$ cat src/hw/rtl/spcm_pkg.sv
package spcm_pkg;

  localparam int X_FRAC_BITS = 8;

  localparam int PCT1 = 100 * 1 / 6;
  localparam int PCT2 = 100 * 2 / 6;
  localparam int PCT4 = 100 * 4 / 6;
  localparam int PCT5 = 100 * 5 / 6;
  localparam int HALF_SPAN = 50 - 0;
  localparam int FULL_SPAN = 100 - 0;

  // Reciprocals for exact division by 100 and 50 of values below 2^30.
  localparam logic [25:0] RECIP100 = 26'd42949673;
  localparam logic [26:0] RECIP50 = 27'd85899346;

  localparam int QW = 17;

  typedef enum logic [2:0] {
    CFG_RANGE_LOW      = 3'd0,
    CFG_RANGE_HIGH     = 3'd1,
    CFG_OUT_MIN        = 3'd2,
    CFG_OUT_MID        = 3'd3,
    CFG_OUT_MAX        = 3'd4,
    CFG_POINT_PERCENTS = 3'd5
  } cfg_idx_t;

  typedef struct packed {
    logic [15:0] range_low;
    logic [15:0] range_high;
    logic [15:0] out_min;
    logic [15:0] out_mid;
    logic [15:0] out_max;
    logic [55:0] point_percents;
  } cfg_t;

  typedef struct packed {
    logic [15:0] x;
    logic [2:0]  ia;
    logic [2:0]  ib;
    logic [15:0] w;
    logic [15:0] dx;
  } seg_t;

  typedef struct packed {
    logic [15:0]   x;
    logic [16:0]   rem;
    logic [16:0]   dvd;
    logic [QW-1:0] quo;
    logic [15:0]   w;
    logic          neg;
  } dstep_t;

endpackage

$ cat src/hw/rtl/spcm_div.sv
module spcm_div import spcm_pkg::*; (
  input  logic   clk,
  input  logic   rst_n,
  input  logic   up_valid,
  output logic   up_ready,
  input  dstep_t up_st,
  output logic   dn_valid,
  input  logic   dn_ready,
  output dstep_t dn_st
);

  logic [QW-1:0] v_r;
  logic [QW-1:0] rdy;
  dstep_t        st_r [QW];
  dstep_t        st_nxt [QW];

  function automatic dstep_t div_step(input dstep_t s);
    dstep_t     o;
    logic [16:0] t;
    o = s;
    t = {s.rem[15:0], s.dvd[16]};
    o.dvd = {s.dvd[15:0], 1'b0};
    if (t >= {1'b0, s.w}) begin
      o.rem = t - {1'b0, s.w};
      o.quo = {s.quo[QW-2:0], 1'b1};
    end else begin
      o.rem = t;
      o.quo = {s.quo[QW-2:0], 1'b0};
    end
    return o;
  endfunction

  always_comb begin
    rdy[QW-1] = !v_r[QW-1] || dn_ready;
    for (int s = QW - 2; s >= 0; s--) begin
      rdy[s] = !v_r[s] || rdy[s+1];
    end
  end

  always_comb begin
    st_nxt[0] = div_step(up_st);
    for (int s = 1; s < QW; s++) begin
      st_nxt[s] = div_step(st_r[s-1]);
    end
  end

  assign up_ready = rdy[0];
  assign dn_valid = v_r[QW-1];
  assign dn_st = st_r[QW-1];

  always_ff @(posedge clk) begin
    if (!rst_n) begin
      v_r <= '0;
    end else begin
      if (rdy[0]) begin
        v_r[0] <= up_valid;
      end
      for (int s = 1; s < QW; s++) begin
        if (rdy[s]) begin
          v_r[s] <= v_r[s-1];
        end
      end
    end
  end

  always_ff @(posedge clk) begin
    for (int s = 0; s < QW; s++) begin
      if (rdy[s]) begin
        st_r[s] <= st_nxt[s];
      end
    end
  end

endmodule

$ cat config.mk
export PLATFORM = sky130hd
export DESIGN_NAME = spcm_div
export DESIGN_NICKNAME = d
export VERILOG_FILES = /design/src/hw/rtl/spcm_pkg.sv /design/src/hw/rtl/spcm_div.sv
export SDC_FILE = /design/constraint.sdc
export NUM_CORES = 1
export LEC_CHECK = 0
export BUFFER_PORTS_ARGS = -buffer_cell sky130_fd_sc_hd__buf_4
export CAP_MARGIN = 30
export CORE_ASPECT_RATIO = 1.75
export CORE_UTILIZATION = 56
export CTS_CLUSTER_DIAMETER = 150
export DETAILED_ROUTE_END_ITERATION = 7
export GPL_ROUTABILITY_DRIVEN = 0
export PLACE_DENSITY = 0.78
export SETUP_SLACK_MARGIN = 0.5
export SLEW_MARGIN = 20
export SYNTH_ARGS = -nofsm -noshare
export SYNTH_HDL_FRONTEND = slang
export SYNTH_SLANG_ARGS = --single-unit
$ cat constraint.sdc
create_clock -name clk -period 8.8 [get_ports clk]
set_clock_uncertainty 0.1 [all_clocks]
set_input_delay 1.76 -clock clk [delete_from_list [all_inputs] [get_ports clk]]
set_output_delay 1.76 -clock clk [all_outputs]
set_load 0.03 [all_outputs]
==> metrics.yaml <==
slew_headroom_pct: 33.48
yosysTopAreaCellShare_pct: 63.14
grt_pass1_wl_um: 163100
synth-seq-cells: 1140
yosysMostFrequentCell: "edfxtp_1"
drv_cap: 0
tritoncts: "yes"
status: "complete, no violations"
clockBufferDepth: 3
overflow: 0
grt_antenna_before_repair: 0
cp_max_fo: 18
dieArea_um2: 96660
h-tree-depth: 3
rsz0062_at_grt: "false"
finalNetCount: 4472
via_count: 31572
power.leakage_nw: 23.57
die_h_um: 410.5
whs_ns: 0.3005
clkSinkCount: 1140
crit_arrival_ns: 4.14
ioPinCount: 174
post_cts.repair.setup_buffers: 0
pwr-share-clk_pct: 21.5
slowest_stage: "nor2b_1"
worstMarginPinSlew_ns: 0.9977
drc: 0
clk_transition_reported_paths_ns: 0.07
end_kind: "output port"
dp_hpwl_um: 78670
first_iter_violations: 1421
synth.avg_cell_area_um2: 13.43
hp-class: "reg2reg"
root_buffer: "clkbuf_16"
fp.coreArea_um2: 94330
report.final.slew_viol_count: 0
path_class: "in2out"
layout-drive-gt1-share_pct: 12.26
viasPerCell: 5.864
synth.cells.most_frequent: "1123 x edfxtp_1, 384 x inv_1, 272 x ha_1"
dr.pass1.iters: 5
drtAntennaViolNets: 0
switching_share_pct: 34.76
fmax_mhz: 166.5
cp_slowest_stage_delay_ns: 0.30
grt_start_max_net_pins: 68
routed_wl_um: 104000
yosys_warnings: 0
setup_violations: 0
fp.dieW_um: 235.5
start_util_pct: 56.62
synth_seq_area_share_pct: 63.78
p_seq_share_pct: 39.6
p_per_area_nw_per_um2: 350.1
finalCriticalPeriod_ns: 6.005
place_area_um2: 55240
fp-row-count: 149
portBuffers: 138
numCtsBuffers: 99
wl_per_cell_um: 19.32
setup_ws_ns: 2.796
synth_cell_types: 96
power_frac_comb_pct: 38.8
preCtsSetupSlack_ns: 2.795
async_flop_share_pct: 0
p_int_mw: 13.38
crit_path_frequent_cell: "buf_4"
synth_top_cell_by_area: "edfxtp_1"
fin_crit_sh_pct: 68.23
hold_buffers: 0
grt_pass1_vias: 33652
syn-cell-area_um2: 53410
fin_setup_tns_ns: 0
synthCells: 3977
p_sw_mw: 7.126
cp-start-kind: "input pin"
synth-edff-count: 1123
ys.flop_type: "edfxtp_1"
clock_latency_ns: 0.72
cts.repair.resized: 0
antenna_cells: 0
netlist_top_cells_area: "edfxtp_1 63%, ha_1 6.4%, inv_1 2.7%, mux2_2 2.3%, a21oi_1 1.9%"
cp.required_ns: 6.94
grt_use_total_pct: 21.70
finalInstanceArea_um2: 58560
hold_violations: 0
crit_chain: "buf_4, nor2b_1, inv_2, nor4_2, buf_4, and3_1, and2_1, and4_1, inv_2, buf_4"
syn_to_final_growth_pct: 9.649
ir_drop_uv: 220.3
[critical path, delay by kind of cell]
family	cells	cell delay [ns]
buf+inv	5	1.01
simple gates	5	1.34
[registers in the layout, summed over array words and instances (netlist names)]
signal / flops
st_r: 1123
v_r: 17
[per-layer routing]
| layer | wire [µm] | global-route usage [%] |
|---|---|---|
| met5 | 0 | 0 |
| met1 | 28430 | 14.79 |
| met2 | 63280 | 46.73 |
| met3 | 2963 | 3.186 |
| met4 | 9368 | 19.24 |
[through the flow]
step / util (%) / instances / power, mW
6_report: 62.08 / 5384 / 20.50
3_3_place_gp: 58.52 / 5197 / 15.68
5_1_grt: 62.08 / 5384 / 21.54
3_5_place_dp: 58.56 / 5200 / 16.02
2_1_floorplan: - / 3993 / 14.04
4_1_cts: 62.06 / 5382 / 20.49
[power by group through the flow]
stage | combinational (mW) | clock, mW | sequential (mW)
finish | 7.96 | 4.41 | 8.13
global route | 8.62 | 4.70 | 8.22
CTS | 7.87 | 4.50 | 8.12
detailed placement | 7.81 | 0 | 8.22
global placement | 7.53 | 0 | 8.15
floorplan | 6.05 | 0 | 7.99
[cell type report]
class / instances / area, µm²
Tap cell: 1208 / 1511
Inverter: 387 / 1453
Multi-Input combinational cell: 2301 / 16970
Timing Repair Buffer: 166 / 1269
Sequential cell: 1140 / 34060
Fill cell: 7029 / 35770
Clock buffer: 122 / 2584
Clock inverter: 60 / 719.4
[cells by family (layout without fill, tap and decap cells)]
group / Yosys count / count (layout) / synth area share, %
AO/OA/AOI/OAI: 885 / 885 / 11.24
XOR/XNOR: 142 / 142 / 2.329
adder cells (fa/ha/maj): 289 / 289 / 7.009
buffers and inverters: 552 / 735 / 4.627
flip-flops: 1140 / 1140 / 63.78
multiplexers: 165 / 165 / 3.437
other: 1 / 17 / 0.007021
AND/OR/NAND/NOR: 803 / 803 / 7.578
[cells in the final DEF, fill, tap and decap left out, types with 80 or more instances in the layout]
| cell type | instances |
|---|---|
| edfxtp_1 | 1123 |
| inv_1 | 375 |
| ha_1 | 272 |
| nand2_1 | 209 |
| a21oi_1 | 198 |
| o21ai_0 | 198 |
| nor2_1 | 176 |
| buf_4 | 161 |
| mux2_2 | 110 |
| clkbuf_16 | 99 |
| a21o_1 | 83 |
| xnor2_1 | 80 |
[final timing paths]
kind	from	end	slack, ns	cells after the start
max	dn_ready	up_ready	2.80	10
min reg2reg	st_r[0][598]$_DFFE_PP_	st_r[0][682]$_DFFE_PP_	0.30	0
min	st_r[0][598]$_DFFE_PP_	st_r[0][682]$_DFFE_PP_	0.30	0
max reg2reg	st_r[0][466]$_DFFE_PP_	st_r[0][556]$_DFFE_PP_	5.18	7
Note: power is estimated with default switching activity, not from simulation.
