$ cat src/hw/rtl/spcm_pkg.sv
package spcm_pkg;

  localparam int X_FRAC_BITS = 8;

  localparam int PCT1 = 100 * 1 / 6;
  localparam int PCT2 = 100 * 2 / 6;
  localparam int PCT4 = 100 * 4 / 6;
  localparam int PCT5 = 100 * 5 / 6;
  localparam int HALF_SPAN = 50 - 0;
  localparam int FULL_SPAN = 100 - 0;

  // Reciprocals for exact division by 100 and 50 of values below 2^30.
  localparam logic [25:0] RECIP100 = 26'd42949673;
  localparam logic [26:0] RECIP50 = 27'd85899346;

  localparam int QW = 17;

  typedef enum logic [2:0] {
    CFG_RANGE_LOW      = 3'd0,
    CFG_RANGE_HIGH     = 3'd1,
    CFG_OUT_MIN        = 3'd2,
    CFG_OUT_MID        = 3'd3,
    CFG_OUT_MAX        = 3'd4,
    CFG_POINT_PERCENTS = 3'd5
  } cfg_idx_t;

  typedef struct packed {
    logic [15:0] range_low;
    logic [15:0] range_high;
    logic [15:0] out_min;
    logic [15:0] out_mid;
    logic [15:0] out_max;
    logic [55:0] point_percents;
  } cfg_t;

  typedef struct packed {
    logic [15:0] x;
    logic [2:0]  ia;
    logic [2:0]  ib;
    logic [15:0] w;
    logic [15:0] dx;
  } seg_t;

  typedef struct packed {
    logic [15:0]   x;
    logic [16:0]   rem;
    logic [16:0]   dvd;
    logic [QW-1:0] quo;
    logic [15:0]   w;
    logic          neg;
  } dstep_t;

endpackage

$ cat src/hw/rtl/spcm_front.sv
module spcm_front import spcm_pkg::*; (
  input  logic        clk,
  input  logic        rst_n,
  input  cfg_t        cfg,
  input  logic        up_valid,
  output logic        up_ready,
  input  logic [15:0] up_x,
  output logic        dn_valid,
  input  logic        dn_ready,
  output seg_t        dn_seg
);

  localparam int NS = 3;
  localparam logic [6:0] FRAC_PCT [4] = '{7'(PCT1), 7'(PCT2), 7'(PCT4), 7'(PCT5)};
  localparam int FRAC_POS [4] = '{1, 2, 4, 5};

  logic [NS-1:0] v_r;
  logic [NS-1:0] rdy;

  logic [15:0] x1_r;
  logic [16:0] d1_r;
  logic [22:0] prod1_r [4];
  logic [16:0] d_nxt;
  logic [22:0] prod_nxt [4];

  logic [15:0] x2_r;
  logic [15:0] xb2_r [7];
  logic [15:0] xb_nxt [7];
  logic [48:0] mq [4];

  seg_t seg3_r;
  seg_t seg_nxt;
  logic found;

  always_comb begin
    rdy[NS-1] = !v_r[NS-1] || dn_ready;
    for (int s = NS - 2; s >= 0; s--) begin
      rdy[s] = !v_r[s] || rdy[s+1];
    end
  end

  assign up_ready = rdy[0];
  assign dn_valid = v_r[NS-1];
  assign dn_seg = seg3_r;

  always_ff @(posedge clk) begin
    if (!rst_n) begin
      v_r <= '0;
    end else begin
      if (rdy[0]) begin
        v_r[0] <= up_valid;
      end
      for (int s = 1; s < NS; s++) begin
        if (rdy[s]) begin
          v_r[s] <= v_r[s-1];
        end
      end
    end
  end

  always_comb begin
    d_nxt = 17'($signed({cfg.range_high[15], cfg.range_high}) -
                $signed({cfg.range_low[15], cfg.range_low}));
    for (int k = 0; k < 4; k++) begin
      prod_nxt[k] = 23'(d_nxt) * 23'(FRAC_PCT[k]);
    end
  end

  always_comb begin
    for (int k = 0; k < 7; k++) begin
      xb_nxt[k] = cfg.range_low;
    end
    for (int k = 0; k < 4; k++) begin
      mq[k] = 49'(prod1_r[k]) * 49'(RECIP100);
      xb_nxt[FRAC_POS[k]] = cfg.range_low + 16'(mq[k][48:32]);
    end
    xb_nxt[3] = cfg.range_low + d1_r[16:1];
    xb_nxt[6] = cfg.range_high;
  end

  always_comb begin
    seg_nxt.x = x2_r;
    seg_nxt.ia = 3'd6;
    seg_nxt.ib = 3'd6;
    seg_nxt.w = 16'd1;
    seg_nxt.dx = '0;
    found = 1'b0;
    if ($signed(x2_r) < $signed(xb2_r[0])) begin
      seg_nxt.ia = 3'd0;
      seg_nxt.ib = 3'd0;
    end else if ($signed(x2_r) <= $signed(xb2_r[6])) begin
      for (int k = 0; k < 6; k++) begin
        if (!found && $signed(x2_r) >= $signed(xb2_r[k]) &&
            ($signed(x2_r) < $signed(xb2_r[k+1]) ||
             (k == 5 && $signed(x2_r) <= $signed(xb2_r[k+1])))) begin
          found = 1'b1;
          if ($signed(xb2_r[k+1]) > $signed(xb2_r[k])) begin
            seg_nxt.ia = 3'(k);
            seg_nxt.ib = 3'(k + 1);
            seg_nxt.w = xb2_r[k+1] - xb2_r[k];
            seg_nxt.dx = x2_r - xb2_r[k];
          end else begin
            seg_nxt.ia = 3'(k + 1);
            seg_nxt.ib = 3'(k + 1);
          end
        end
      end
    end
  end

  always_ff @(posedge clk) begin
    if (rdy[0]) begin
      x1_r <= up_x;
      d1_r <= d_nxt;
      prod1_r <= prod_nxt;
    end
    if (rdy[1]) begin
      x2_r <= x1_r;
      xb2_r <= xb_nxt;
    end
    if (rdy[2]) begin
      seg3_r <= seg_nxt;
    end
  end

endmodule

$ cat config.mk
export PLATFORM = sky130hd
export DESIGN_NAME = spcm_front
export DESIGN_NICKNAME = d
export VERILOG_FILES = /design/src/hw/rtl/spcm_pkg.sv /design/src/hw/rtl/spcm_front.sv
export SDC_FILE = /design/constraint.sdc
export NUM_CORES = 2
export LEC_CHECK = 0
export BUFFER_PORTS_ARGS = -buffer_cell sky130_fd_sc_hd__buf_4
export CORE_MARGIN = 2
export CORE_UTILIZATION = 40
export DETAILED_ROUTE_END_ITERATION = 8
export GPL_ROUTABILITY_DRIVEN = 1
export GPL_TIMING_DRIVEN = 0
export RECOVER_POWER = 25
export SLEW_MARGIN = 25
export SYNTH_ARGS = -nofsm -noshare
export SYNTH_HDL_FRONTEND = slang
export SYNTH_SLANG_ARGS = --single-unit
$ cat constraint.sdc
create_clock -name clk -period 25.1 [get_ports clk]
set_input_delay 1.255 -clock clk [delete_from_list [all_inputs] [get_ports clk]]
set_output_delay 1.255 -clock clk [all_outputs]
set_load 0.01 [all_outputs]
==> flow_summary.toml <==
[outcome]
outcome = "finished, violations left"
violations = "capacitance limit, slew limit"

[global_routing]
grt_pass1_wl_microns = 255000
grtUsageTotal = 0.230
first_global_vias = 42900
grt_max_degree = 58
antenna_found_initial = 5
grt_overflow = 0

[setup_path]
path_delay_family = "adder cells"
cp-end-kind = "flip-flop"
reg2reg_slack_ns = 14.10
rr_endpoint = "xb2_r[46]$_DFFE_PP_"
crit_arrival_ns = 11.31
worstRegToRegCells = 37
cp_num_buf_inv = 5
slowest_stage = "edfxtp_1"
cp-start-kind = "flip-flop"
r2r_start = "prod1_r[54]$_DFFE_PP_"
slowest_delay_ns = 1.06
cp.depth = 37
cpMostUsedCell = "fa_1"
crit_end = "xb2_r[46]$_DFFE_PP_"
setup.worst_path.start = "prod1_r[54]$_DFFE_PP_"
cp_max_fo = 11
crit_required_ns = 25.41
path_class = "reg2reg"

[routing]
drt_iter0_markers = 2474
drtPass1Iterations = 6
vias = 41400
wl_per_cell_microns = 21.2
vias_per_cell = 5.32
drc = 0
finalWirelength_microns = 165000
ant_nets = 0

[synth]
syn-cell-area_sq_mm = 0.0565
synth_compound_area_frac = 0.108
netlist_instances = 5728
ys_seq_area_frac = 0.137
synthMuxAreaShare = 0.000886
synth-xor-area-share = 0.0482
synth_ff_type = "edfxtp_1"
synth_top_family_by_area = "adder cells"
synthAdderAreaFrac = 0.538
synth-seq-cells = 258
syn-num-nets = 7871
ys_types = 81
synth_edf_count = 255
syn_area_per_cell_sq_um = 9.87
synthArstFlopShare = 0
synth_simple_gate_area_share = 0.0753
yosys_warnings = 0

[timing]
min_period_over_period = 0.438
final.min_clock_period_ns = 11.00
finalSetupTns_ns = 0
slew_violations = 90
hold_viol_final = 0
worstMarginPinSlew_ns = 2.40
fmax_mhz = 90.9
rsz0062_at_grt = "no"
maxSlewHeadroom = -0.606
finClkSkew_ns = 0.0295
setup_viol = 0

[layout]
final_common_cell = "inv_1"
final_cell_mix = "inv_1 (1,364), ha_1 (1,248), fa_1 (739)"
syn2layout_area_growth_pct = 7.70
fillers = 13600
final_area_sq_mm = 0.0609
drive_above_1_share = 0.0339
layout.nets = 8027

[die]
die_w_microns = 380
io_pins = 212
core_sq_mm = 0.140
die_area_sq_mm = 0.144
rows = 137
die_h_microns = 380
initial_core_util = 0.404

[clock_tree]
clockBufferDepth = 3
cts_tree = "built"
path_clk_slew_ns = 0.07
post_cts_buffers = 0
cts.sinks = 258
htreeDepth = 1
root_buffer = "clkbuf_16"
cts_made_buffers = 28
cts_resized = 0
cts_hold_buf = 0
insertion_delay_ns = 0.63

[flow_run]
cap_violations = 2

[placed_design]
placed_area_sq_mm = 0.0600
io_buffers = 107
gp_congestion = 0.990
dp_hpwl_microns = 144000

[worst_hold_path]
min-delay-path-class = "reg2reg"
[logic make-up after synthesis]
logic type / after synthesis
compound gates: 926
xor+xnor: 311
buf+inv: 1394
fa+ha+maj: 1987
flops: 258
simple gates: 847
mux: 5
[per-layer routing]
layer | vias up | GRT usage | part of all wire
met4 | 4 | 0.0674 | 0.034
met5 | - | 0 | 0.00016
met2 | 1104 | 0.388 | 0.47
li1 | 19500 | - | -
met1 | 20500 | 0.315 | 0.45
met3 | 245 | 0.0177 | 0.048
[cell usage after synthesis, types with 28 or more instances]
master,count,area [sq um]
inv_1,1366,5130
ha_1,1248,15600
fa_1,739,14800
a21oi_1,276,1380
edfxtp_1,255,7660
nor2_1,224,841
xnor2_1,220,1930
o21ai_0,158,791
nand2_1,155,582
a21o_1,111,833
xor2_1,91,797
nor3_1,85,425
nand3_1,74,370
nor2b_1,67,419
nand4_1,55,344
o21a_1,53,398
nand2b_1,44,275
a21boi_0,31,233
or3_1,30,188
o21bai_1,28,210
[layout make-up]
class                   count  area, sq um  share of cell area
multi-input cells        4076        43600               0.716
repair buffers            126          983              0.0162
well taps                1876         2350              0.0386
diodes                      1         2.50           0.0000411
inverters                1366         5130              0.0843
clock inverters            21          254             0.00417
flip-flops and latches    258         7720               0.127
plain buffers              28          141             0.00232
clock buffers              30          708              0.0116
[worst min-delay path by stage]
| stage | endpoint | from | cells past startpoint | slack [ns] |
|---|---|---|---|---|
| CTS | x2_r[10]$_DFFE_PP_ | x1_r[10]$_DFFE_PP_ | 0 | 0.42 |
| global placement | x2_r[14]$_DFFE_PP_ | x1_r[14]$_DFFE_PP_ | 0 | 0.40 |
| finish | x2_r[10]$_DFFE_PP_ | x1_r[10]$_DFFE_PP_ | 0 | 0.42 |
| detailed placement | x2_r[11]$_DFFE_PP_ | x1_r[11]$_DFFE_PP_ | 0 | 0.41 |
| global route | x2_r[15]$_DFFE_PP_ | x1_r[15]$_DFFE_PP_ | 0 | 0.43 |
| floorplan | x2_r[0]$_DFFE_PP_ | x1_r[0]$_DFFE_PP_ | 0 | 0.40 |
[state kept, by name (all words and copies together) (netlist names)]
name     count
d1_r        17
x1_r        16
dn_seg      54
v_r          3
xb2_r      112
x2_r        16
prod1_r     40
[per-stage QoR]
step	worst slack [ns]	instances	hold slack, ns	util
finish	14.10	7782	0.420	0.435
global route	13.32	7781	0.426	0.435
CTS	14.06	7780	0.421	0.436
detailed placement	14.14	7729	0.405	0.429
global placement	12.49	7711	0.404	0.427
floorplan	15.78	5728	0.400	-
Power is not shown: default switching activity piles up to over one toggle a cycle in this logic, so the estimate is an artifact.
